--- config.mk ---
export PLATFORM = sky130hd
export DESIGN_NAME = tty_canonical_input_processor_unit
export DESIGN_NICKNAME = d
export VERILOG_FILES = /design/src/hdl/tcip_pkg.sv /design/src/hdl/tcip_ram.sv /design/src/hdl/tty_canonical_input_processor_unit.sv
export SDC_FILE = /design/constraint.sdc
export NUM_CORES = 1
export LEC_CHECK = 0
export BUFFER_PORTS_ARGS = -buffer_cell sky130_fd_sc_hd__buf_2
export CAP_MARGIN = 15
export CORE_ASPECT_RATIO = 0.8
export CORE_MARGIN = 4
export CORE_UTILIZATION = 35
export DETAILED_ROUTE_END_ITERATION = 16
export PLACE_DENSITY_LB_ADDON = 0.12
export RECOVER_POWER = 100
export SYNTH_ARGS = -nofsm -noshare
export SYNTH_HDL_FRONTEND = slang
export SYNTH_SLANG_ARGS = --single-unit
--- constraint.sdc ---
create_clock -name clock -period 4.37 [get_ports clock]
set_input_delay 0 -clock clock [delete_from_list [all_inputs] [get_ports clock]]
set_output_delay 0 -clock clock [all_outputs]
set_load 0.005 [all_outputs]
--- src/hdl/tcip_pkg.sv ---
// ----------------------------------------------------------------------------
// tcip_pkg
// Shared types and constants of the terminal canonical input processor:
// result kinds, register indexes, control characters and reset values.
// ----------------------------------------------------------------------------
package tcip_pkg;

   // result kinds
   localparam logic [2:0] KIND_DATA = 3'd0;
   localparam logic [2:0] KIND_ECHO = 3'd1;
   localparam logic [2:0] KIND_EOF  = 3'd2;
   localparam logic [2:0] KIND_INTR = 3'd3;
   localparam logic [2:0] KIND_QUIT = 3'd4;

   // control register indexes
   localparam logic [2:0] REG_INPUT_MODE = 3'd0;
   localparam logic [2:0] REG_LOCAL_MODE = 3'd1;
   localparam logic [2:0] REG_INTR_CHAR  = 3'd2;
   localparam logic [2:0] REG_QUIT_CHAR  = 3'd3;
   localparam logic [2:0] REG_ERASE_CHAR = 3'd4;
   localparam logic [2:0] REG_KILL_CHAR  = 3'd5;
   localparam logic [2:0] REG_EOF_CHAR   = 3'd6;
   localparam logic [2:0] REG_EOL_CHAR   = 3'd7;

   // register reset values
   localparam logic [2:0] INPUT_MODE_RST = 3'd2;
   localparam logic [6:0] LOCAL_MODE_RST = 7'd95;
   localparam logic [7:0] INTR_CHAR_RST  = 8'd3;
   localparam logic [7:0] QUIT_CHAR_RST  = 8'd28;
   localparam logic [7:0] ERASE_CHAR_RST = 8'h7f;
   localparam logic [7:0] KILL_CHAR_RST  = 8'd21;
   localparam logic [7:0] EOF_CHAR_RST   = 8'd4;
   localparam logic [7:0] EOL_CHAR_RST   = 8'd0;

   // fixed characters
   localparam logic [7:0] CHAR_BS = 8'h08;
   localparam logic [7:0] CHAR_NL = 8'h0a;
   localparam logic [7:0] CHAR_CR = 8'h0d;
   localparam logic [7:0] CHAR_SP = 8'h20;

   // results per request are capped
   localparam int RESULTS_MAX = 50;
   localparam int CNT_W       = $clog2(RESULTS_MAX + 1);

   typedef struct packed {
      logic [2:0] kind;
      logic [7:0] data;
      logic       end_of_record;
      logic       last;
   } result_type;

endpackage

--- src/hdl/tcip_ram.sv ---
// ----------------------------------------------------------------------------
// tcip_ram
// Generic single-write, single-read synchronous RAM with registered read data.
// ----------------------------------------------------------------------------
module tcip_ram #(
   parameter int WIDTH = 8,
   parameter int DEPTH = 16
) (
   input  logic                                     clock,
   input  logic                                     wr_en,
   input  logic [((DEPTH > 1) ? $clog2(DEPTH) : 1)-1:0] wr_addr,
   input  logic [WIDTH-1:0]                         wr_data,
   input  logic                                     rd_en,
   input  logic [((DEPTH > 1) ? $clog2(DEPTH) : 1)-1:0] rd_addr,
   output logic [WIDTH-1:0]                         rd_data
);

   logic [WIDTH-1:0] mem_ff [DEPTH];
   logic [WIDTH-1:0] rd_data_ff;

   // write port
   always_ff @(posedge clock) begin
      if (wr_en) begin
         mem_ff[wr_addr] <= wr_data;
      end
   end

   // registered read, data holds while rd_en is low
   always_ff @(posedge clock) begin
      if (rd_en) begin
         rd_data_ff <= mem_ff[rd_addr];
      end
   end

   assign rd_data = rd_data_ff;

endmodule

--- src/hdl/tty_canonical_input_processor_unit.sv ---
// ----------------------------------------------------------------------------
// tty_canonical_input_processor_unit
// Read side of a terminal line discipline: input CR/NL mapping, signal
// characters, raw pass-through and canonical line editing with echo.
// ----------------------------------------------------------------------------
// One request is handled at a time. A request is first accepted and then
// decoded; its results then follow one by one while the result side takes
// them, and each stored byte sent upstream on line delivery first needs a
// read of the line store. The line store is a synchronous RAM of LINE_MAX
// bytes; the line length is held in a register, and only entries below it
// are read. Results of one request are capped at 50; the last one carries
// rsp_last.
// ----------------------------------------------------------------------------
module tty_canonical_input_processor_unit
   import tcip_pkg::*;
#(
   parameter int LINE_MAX = 16
) (
   input  logic       clock,
   input  logic       reset,
   // request channel
   input  logic       req_valid,
   output logic       req_stall,
   input  logic [7:0] req_in_byte,
   // result channel
   output logic       rsp_valid,
   input  logic       rsp_stall,
   output logic [2:0] rsp_kind,
   output logic [7:0] rsp_data,
   output logic       rsp_end_of_record,
   output logic       rsp_last,
   // control registers
   input  logic       csr_write_enable,
   input  logic [2:0] csr_index,
   input  logic [7:0] csr_write_data
);

   localparam int LEN_W  = $clog2(LINE_MAX + 1);
   localparam int ADDR_W = (LINE_MAX > 1) ? $clog2(LINE_MAX) : 1;
   localparam int TOT_W  = LEN_W + 2;

   // sequencer states
   localparam logic [3:0] ST_IDLE      = 4'd0;
   localparam logic [3:0] ST_DECODE    = 4'd1;
   localparam logic [3:0] ST_ECHO      = 4'd2;
   localparam logic [3:0] ST_ECHO_CR   = 4'd3;
   localparam logic [3:0] ST_RUB_BS1   = 4'd4;
   localparam logic [3:0] ST_RUB_SP    = 4'd5;
   localparam logic [3:0] ST_RUB_BS2   = 4'd6;
   localparam logic [3:0] ST_KILL_NL   = 4'd7;
   localparam logic [3:0] ST_KILL_CR   = 4'd8;
   localparam logic [3:0] ST_SIG       = 4'd9;
   localparam logic [3:0] ST_RAW_DATA  = 4'd10;
   localparam logic [3:0] ST_EOF_MARK  = 4'd11;
   localparam logic [3:0] ST_READ      = 4'd12;
   localparam logic [3:0] ST_READ_DATA = 4'd13;
   localparam logic [3:0] ST_TERM      = 4'd14;

   // request classes that steer the sequence after an echo
   localparam logic [1:0] OP_OTHER = 2'd0;
   localparam logic [1:0] OP_RAW   = 2'd1;
   localparam logic [1:0] OP_LINE  = 2'd2;
   localparam logic [1:0] OP_EOF   = 2'd3;

   // control registers
   logic [2:0] input_mode_ff;
   logic [6:0] local_mode_ff;
   logic [7:0] intr_char_ff, quit_char_ff, erase_char_ff;
   logic [7:0] kill_char_ff, eof_char_ff, eol_char_ff;

   // sequencer registers
   logic [3:0]       state_ff, state_in;
   logic [LEN_W-1:0] len_ff, len_in;
   logic [LEN_W-1:0] cnt_ff, cnt_in;
   logic [ADDR_W-1:0] idx_ff, idx_in;
   logic [7:0]       byte_ff, byte_in;
   logic [1:0]       op_ff, op_in;
   logic             quit_ff, quit_in;
   logic [CNT_W-1:0] total_ff, total_in;
   logic [CNT_W-1:0] count_ff, count_in;

   // result register
   logic       rsp_valid_ff;
   result_type rsp_res_ff;

   // combinational
   logic              req_accept;
   logic              out_free;
   logic              emit;
   logic              res_load;
   logic              res_last;
   logic [CNT_W-1:0]  count_inc;
   result_type        res;
   logic [3:0]        next_st;
   logic [3:0]        start_st;
   logic [3:0]        after_echo;
   logic [3:0]        rub_next;
   logic [7:0]        mb;
   logic              ign;
   logic              is_sig;
   logic              echo_on;
   logic [TOT_W-1:0]  echo_n;
   logic [TOT_W-1:0]  len_x;
   logic [TOT_W-1:0]  rub_k;
   logic [TOT_W-1:0]  rub_all;
   logic [TOT_W-1:0]  tot_raw;
   logic              wr_en;
   logic              rd_en;
   logic [7:0]        rd_data;

   assign req_accept = req_valid && !req_stall;
   assign req_stall  = (state_ff != ST_IDLE);
   assign out_free   = !rsp_valid_ff || !rsp_stall;
   assign echo_on    = local_mode_ff[2];
   assign count_inc  = CNT_W'(count_ff + 1'b1);
   assign res_last   = (count_inc == total_ff);

   // control register writes
   always_ff @(posedge clock) begin
      if (reset) begin
         input_mode_ff <= INPUT_MODE_RST;
         local_mode_ff <= LOCAL_MODE_RST;
         intr_char_ff  <= INTR_CHAR_RST;
         quit_char_ff  <= QUIT_CHAR_RST;
         erase_char_ff <= ERASE_CHAR_RST;
         kill_char_ff  <= KILL_CHAR_RST;
         eof_char_ff   <= EOF_CHAR_RST;
         eol_char_ff   <= EOL_CHAR_RST;
      end else if (csr_write_enable) begin
         unique case (csr_index)
            REG_INPUT_MODE: input_mode_ff <= csr_write_data[2:0];
            REG_LOCAL_MODE: local_mode_ff <= csr_write_data[6:0];
            REG_INTR_CHAR:  intr_char_ff  <= csr_write_data;
            REG_QUIT_CHAR:  quit_char_ff  <= csr_write_data;
            REG_ERASE_CHAR: erase_char_ff <= csr_write_data;
            REG_KILL_CHAR:  kill_char_ff  <= csr_write_data;
            REG_EOF_CHAR:   eof_char_ff   <= csr_write_data;
            REG_EOL_CHAR:   eol_char_ff   <= csr_write_data;
            default: ;
         endcase
      end
   end

   // input mapping and result counts for the byte under decode
   always_comb begin
      mb  = byte_ff;
      ign = 1'b0;
      if (byte_ff == CHAR_CR) begin
         if (input_mode_ff[0]) begin
            ign = 1'b1;
         end else if (input_mode_ff[1]) begin
            mb = CHAR_NL;
         end
      end else if (byte_ff == CHAR_NL && input_mode_ff[2]) begin
         mb = CHAR_CR;
      end
      is_sig  = local_mode_ff[0] && (mb == intr_char_ff || mb == quit_char_ff);
      echo_n  = TOT_W'(echo_on) +
                TOT_W'(echo_on && mb == CHAR_NL && local_mode_ff[6]);
      len_x   = TOT_W'(len_ff);
      rub_k   = local_mode_ff[3] ? TOT_W'(3) : TOT_W'(1);
      rub_all = local_mode_ff[3] ? TOT_W'(len_x + (len_x << 1)) : len_x;
   end

   // where an echo or a rubout leads next
   always_comb begin
      unique case (op_ff)
         OP_RAW:  after_echo = ST_RAW_DATA;
         OP_LINE: after_echo = (cnt_ff != '0) ? ST_READ : ST_TERM;
         default: after_echo = ST_IDLE;
      endcase
      rub_next = (cnt_ff > LEN_W'(1)) ? ST_RUB_BS1 : ST_KILL_NL;
   end

   // sequencer
   always_comb begin
      state_in = state_ff;
      len_in   = len_ff;
      cnt_in   = cnt_ff;
      idx_in   = idx_ff;
      byte_in  = byte_ff;
      op_in    = op_ff;
      quit_in  = quit_ff;
      total_in = total_ff;
      count_in = count_ff;
      res      = '0;
      emit     = 1'b0;
      next_st  = ST_IDLE;
      start_st = ST_IDLE;
      tot_raw  = '0;
      wr_en    = 1'b0;
      rd_en    = 1'b0;

      unique case (state_ff)
         ST_IDLE: begin
            if (req_accept) begin
               byte_in  = req_in_byte;
               state_in = ST_DECODE;
            end
         end
         ST_DECODE: begin
            byte_in  = mb;
            count_in = '0;
            idx_in   = '0;
            op_in    = OP_OTHER;
            if (ign) begin
               tot_raw = '0;
            end else if (is_sig) begin
               if (!local_mode_ff[5]) begin
                  len_in = '0;
               end
               quit_in  = (mb != intr_char_ff);
               start_st = ST_SIG;
               tot_raw  = TOT_W'(1);
            end else if (!local_mode_ff[1]) begin
               op_in    = OP_RAW;
               start_st = echo_on ? ST_ECHO : ST_RAW_DATA;
               tot_raw  = TOT_W'(echo_n + 1'b1);
            end else if (mb == erase_char_ff) begin
               cnt_in   = LEN_W'(1);
               start_st = ST_RUB_BS1;
               if (len_ff != '0) begin
                  len_in  = LEN_W'(len_ff - 1'b1);
                  tot_raw = echo_on ? rub_k : '0;
               end
            end else if (mb == kill_char_ff) begin
               cnt_in   = len_ff;
               len_in   = '0;
               start_st = (len_ff != '0) ? ST_RUB_BS1 : ST_KILL_NL;
               tot_raw  = TOT_W'((echo_on ? rub_all : '0) +
                          ((echo_on && local_mode_ff[4]) ?
                           TOT_W'(TOT_W'(1) + TOT_W'(local_mode_ff[6])) : '0));
            end else if (mb == eof_char_ff) begin
               op_in    = OP_EOF;
               cnt_in   = len_ff;
               len_in   = '0;
               start_st = (len_ff == '0) ? ST_EOF_MARK : ST_READ;
               tot_raw  = (len_ff == '0) ? TOT_W'(1) : len_x;
            end else if (mb == CHAR_NL || (eol_char_ff != '0 && mb == eol_char_ff)) begin
               op_in    = OP_LINE;
               cnt_in   = len_ff;
               len_in   = '0;
               start_st = echo_on ? ST_ECHO : ((len_ff != '0) ? ST_READ : ST_TERM);
               tot_raw  = TOT_W'(echo_n + len_x + 1'b1);
            end else begin
               start_st = ST_ECHO;
               tot_raw  = echo_n;
               if (len_ff < LEN_W'(LINE_MAX)) begin
                  wr_en  = 1'b1;
                  len_in = LEN_W'(len_ff + 1'b1);
               end
            end
            // cap the number of results of one request
            if (32'(tot_raw) > RESULTS_MAX) begin
               total_in = CNT_W'(RESULTS_MAX);
            end else begin
               total_in = CNT_W'(tot_raw);
            end
            state_in = (tot_raw == '0) ? ST_IDLE : start_st;
         end
         ST_ECHO: begin
            emit     = 1'b1;
            res.kind = KIND_ECHO;
            res.data = byte_ff;
            next_st  = (byte_ff == CHAR_NL && local_mode_ff[6]) ? ST_ECHO_CR : after_echo;
         end
         ST_ECHO_CR: begin
            emit     = 1'b1;
            res.kind = KIND_ECHO;
            res.data = CHAR_CR;
            next_st  = after_echo;
         end
         ST_RUB_BS1: begin
            emit     = 1'b1;
            res.kind = KIND_ECHO;
            res.data = CHAR_BS;
            next_st  = local_mode_ff[3] ? ST_RUB_SP : rub_next;
            if (out_free && !local_mode_ff[3]) begin
               cnt_in = LEN_W'(cnt_ff - 1'b1);
            end
         end
         ST_RUB_SP: begin
            emit     = 1'b1;
            res.kind = KIND_ECHO;
            res.data = CHAR_SP;
            next_st  = ST_RUB_BS2;
         end
         ST_RUB_BS2: begin
            emit     = 1'b1;
            res.kind = KIND_ECHO;
            res.data = CHAR_BS;
            next_st  = rub_next;
            if (out_free) begin
               cnt_in = LEN_W'(cnt_ff - 1'b1);
            end
         end
         ST_KILL_NL: begin
            emit     = 1'b1;
            res.kind = KIND_ECHO;
            res.data = CHAR_NL;
            next_st  = ST_KILL_CR;
         end
         ST_KILL_CR: begin
            emit     = 1'b1;
            res.kind = KIND_ECHO;
            res.data = CHAR_CR;
         end
         ST_SIG: begin
            emit     = 1'b1;
            res.kind = quit_ff ? KIND_QUIT : KIND_INTR;
         end
         ST_RAW_DATA: begin
            emit              = 1'b1;
            res.kind          = KIND_DATA;
            res.data          = byte_ff;
            res.end_of_record = 1'b1;
         end
         ST_EOF_MARK: begin
            emit     = 1'b1;
            res.kind = KIND_EOF;
         end
         ST_READ: begin
            // fetch the next stored byte, data shows up next cycle
            rd_en    = 1'b1;
            state_in = ST_READ_DATA;
         end
         ST_READ_DATA: begin
            emit              = 1'b1;
            res.kind          = KIND_DATA;
            res.data          = rd_data;
            res.end_of_record = (op_ff == OP_EOF) && (cnt_ff == LEN_W'(1));
            next_st           = (cnt_ff > LEN_W'(1)) ? ST_READ :
                                ((op_ff == OP_LINE) ? ST_TERM : ST_IDLE);
            if (out_free) begin
               cnt_in = LEN_W'(cnt_ff - 1'b1);
               idx_in = ADDR_W'(idx_ff + 1'b1);
            end
         end
         ST_TERM: begin
            emit              = 1'b1;
            res.kind          = KIND_DATA;
            res.data          = CHAR_NL;
            res.end_of_record = 1'b1;
         end
         default: begin
            state_in = ST_IDLE;
         end
      endcase

      // hand a result to the output register
      res_load = emit && out_free;
      res.last = res_last;
      if (res_load) begin
         count_in = count_inc;
         state_in = res_last ? ST_IDLE : next_st;
      end
   end

   // sequencer state
   always_ff @(posedge clock) begin
      if (reset) begin
         state_ff <= ST_IDLE;
         len_ff   <= '0;
         cnt_ff   <= '0;
         idx_ff   <= '0;
         op_ff    <= OP_OTHER;
         quit_ff  <= 1'b0;
         total_ff <= '0;
         count_ff <= '0;
      end else begin
         state_ff <= state_in;
         len_ff   <= len_in;
         cnt_ff   <= cnt_in;
         idx_ff   <= idx_in;
         op_ff    <= op_in;
         quit_ff  <= quit_in;
         total_ff <= total_in;
         count_ff <= count_in;
      end
   end

   always_ff @(posedge clock) begin
      byte_ff <= byte_in;
   end

   // output register
   always_ff @(posedge clock) begin
      if (reset) begin
         rsp_valid_ff <= 1'b0;
      end else if (res_load) begin
         rsp_valid_ff <= 1'b1;
      end else if (!rsp_stall) begin
         rsp_valid_ff <= 1'b0;
      end
   end

   always_ff @(posedge clock) begin
      if (res_load) begin
         rsp_res_ff <= res;
      end
   end

   assign rsp_valid         = rsp_valid_ff;
   assign rsp_kind          = rsp_res_ff.kind;
   assign rsp_data          = rsp_res_ff.data;
   assign rsp_end_of_record = rsp_res_ff.end_of_record;
   assign rsp_last          = rsp_res_ff.last;

   // line store
   tcip_ram #(
      .WIDTH (8),
      .DEPTH (LINE_MAX)
   ) u_line_store (
      .clock   (clock),
      .wr_en   (wr_en),
      .wr_addr (len_ff[ADDR_W-1:0]),
      .wr_data (mb),
      .rd_en   (rd_en),
      .rd_addr (idx_ff),
      .rd_data (rd_data)
   );

`ifndef ASSERT_OFF
   // line length stays within the store
   a_len_bound: assert property (@(posedge clock) disable iff (reset)
      len_ff <= LEN_W'(LINE_MAX))
      else $error("line length beyond store depth");

   // no result is produced beyond the planned count
   a_count_bound: assert property (@(posedge clock) disable iff (reset)
      (state_ff != ST_IDLE && state_ff != ST_DECODE && state_ff != ST_READ) |->
      count_ff < total_ff)
      else $error("result count overrun");

   // the final result of a request frees the sequencer
   a_last_idle: assert property (@(posedge clock) disable iff (reset)
      (res_load && res_last) |=> state_ff == ST_IDLE)
      else $error("sequencer busy after final result");

   // a store read is always followed by its data cycle
   a_read_data: assert property (@(posedge clock) disable iff (reset)
      state_ff == ST_READ |=> state_ff == ST_READ_DATA)
      else $error("store read not followed by data cycle");
`endif

endmodule
==> flow_summary.ini <==
[logic_synthesis]
synth-async-reset-ratio_pct = 0
avgSynthCellArea_sq_um = 11.06
ys.flop_type = edfxtp_1
synth-seq-cells = 249
synthCells = 1136
yosys-top-cells-count = 157 x edfxtp_1, 138 x nand2_1, 108 x nor2_1
yosysMostFrequentCell = edfxtp_1
syn_area_sq_um = 12560
synthTopCellsByArea = edfxtp_1 38%, dfxtp_1 15%, mux4_2 7.2%
syn_nets = 1192
yosysTopAreaCellShare_pct = 37.52
yosysWarnings = 0
synth_edf_count = 157
yosysTopAreaCell = edfxtp_1
seq_area_frac_synth_pct = 52.18
synthDistinctLibCells = 87

[worst_setup_path]
path_cells = or4_4, nor2_1, o41ai_1, a2111oi_1, or3_4, nand4_1, or3_1, nor2_1, buf_4, and3_1
arrival_ns = 4.23
path_class = flop to flop
startpoint_type = flop
max_stage_delay_ns = 0.65
crit_path_end_kind = flop
cp_max_fo = 14
rrSetupSlack_ns = 0.33
cp.required_ns = 4.56
crit_path_frequent_cell = nor2_1
slowest_stage = or4_4

[clock_tree]
cts_max_level = 1
hold_buffers = 20
clockRootBuffer = clkbuf_16
clock-sinks = 249
cts_buffers = 28
clk_latency_ns = 0.56
post-cts-setup-buffers = 0
cts_tree = yes
clk_pin_slew_worst_paths_ns = 0.06
cts_buffer_depth = 3
cts_resized = 0

[die]
num_io_pins = 39
die-area_sq_um = 39010
coreArea_sq_um = 35110
start_util_pct = 35.79
die_h_um = 177.5
fp.dieW_um = 219.8
rows = 61

[final_layout]
multiInputGateArea_sq_um = 5572
fin_area_sq_um = 14370
nNetsFinal = 1252
drive_gt1_share_pct = 12.76
regArea_sq_um = 6558
syn_to_final_growth_pct = 14.39
nFillCells = 3407
num_antenna_cells = 0

[detailed_routing]
drcViolationCount = 0
num_vias = 9093
antenna_left = 0
wirelength_um = 36820
vias_per_cell = 5.390
first_pass_iters = 7
wl_per_cell_um = 21.82
drt_iter0_markers = 825

[power]
switching_share_pct = 35.84
combPwrFrac_pct = 31.9
p_int_w = 0.005209
ir_drop_mv = 0.3077
pwr-share-seq_pct = 39.1
p_leak_nw = 4.965
clkPwrFrac_pct = 29.0
p_switching_w = 0.002910
p_per_area_nw_per_um2 = 564.8

[timing]
relSlewSlack_pct = -28.47
tns_ns = 0
tightest_slew_ns = 1.927
post-route-period-util_pct = 92.40
fmax_mhz = 247.7
min_period_ns = 4.038
worst_clock_skew_ns = 0.02139
rsz0062_at_grt = no
setup_violations = 0
maxSlewViolCount = 40
final_hold_viol_count = 0

[placement]
dpl_cell_area_sq_um = 13370
portBuffers = 38
gp_congestion = 0.9113
dp_hpwl_um = 25980

[outcome]
status = finished, violations left
violations = capacitance limit, slew limit

[global_routing]
grt_pass1_wl_um = 55660
grt_pass1_vias = 8792
grt_usage_pct = 18.86
antenna_found_initial = 0
grt.overflow.total = 0
grt_max_degree = 40

[flow_run]
max_cap_violations = 1

[min_path]
min_path_type = input pin to flop
==> metal layers <==
metal	GRT usage (%)	part of all wire [%]	routed length, um
met5	0	0	0
met4	3.871	2.0	727
met3	4.382	6.5	2379
met2	27.62	43	15650
met1	28.55	49	18060
==> placed cells by master (no fill, tap or decap), drive strengths merged, types with 30 or more instances in the layout <==
master  synthesis  routed
a21oi          62      62
buf            27      50
clkbuf         43      60
dfxtp          92      92
edfxtp        157     157
inv            29      30
mux4           40      40
nand2         139     139
nor2          109     109
nor3           33      33
o21ai          40      40
==> metrics by stage <==
step	setup slack, ns	total power, W	std cells	hold WS (ns)	util, %
floorplan	0.6043	0.004861	1136	0.1179	-
global placement	0.3669	0.005878	1618	0.3437	38.08
detailed placement	0.4210	0.005867	1618	0.3339	38.08
CTS	0.3532	0.008273	1687	0.01388	41.26
global route	0.09466	0.008586	1687	0.08761	40.94
finish	0.3321	0.008118	1687	0.04211	40.94
==> logic make-up after synthesis <==
logic type,Yosys count,synth area share (%)
buf+inv,99,3.226
flops,249,52.18
fa+ha+maj,32,3.366
compound gates,221,12.16
xor+xnor,54,3.764
mux,66,9.241
simple gates,415,16.06
==> area by class of cell <==
type	count	area share (%)
Clock buffer	30	5.075
Multi-Input combinational cell	788	38.77
Sequential cell	249	45.63
Tap cell	472	4.109
Clock inverter	19	1.297
Inverter	29	0.7574
Timing Repair Buffer	100	4.370
==> power groups by stage <==
stage | logic (W) | registers [W] | clock network, W
floorplan | 0.00169 | 0.00317 | 0
global placement | 0.00266 | 0.00321 | 0
detailed placement | 0.00265 | 0.00322 | 0
CTS | 0.00267 | 0.00317 | 0.00243
global route | 0.00286 | 0.00321 | 0.00252
finish | 0.00259 | 0.00318 | 0.00236
==> path summary, 6_finish.rpt <==
| kind | startpoint | end | cells after the start |
|---|---|---|---|
| worst max-delay path | byte_ff[6] | u_line_store.mem_ff[4][0] | 10 |
| worst min-delay path | csr_index[2] | eof_char_ff[0] | 5 |
| worst max register to register | byte_ff[6] | u_line_store.mem_ff[4][0] | 10 |
| worst min register to register | quit_char_ff[6] | quit_char_ff[6] | 2 |
==> registers in the layout (all words and copies together), names as in the netlist, 7 cells and up <==
name and cells:
kill_char_ff 8, local_mode_ff 7, u_line_store.rd_data 8, byte_ff 8
eol_char_ff 8, eof_char_ff 8, u_line_store.mem_ff 128, erase_char_ff 8
rsp_data 8, intr_char_ff 8, quit_char_ff 8
==> worst max-delay path, delay by kind of cell (launching register included) <==
family | cells | cell delay, ns
AO/OA/AOI/OAI | 2 | 0.72
buffers and inverters | 1 | 0.21
AND/OR/NAND/NOR | 7 | 2.23
flip-flops | 1 | 0.49
Power figures use the tool's default switching activity.
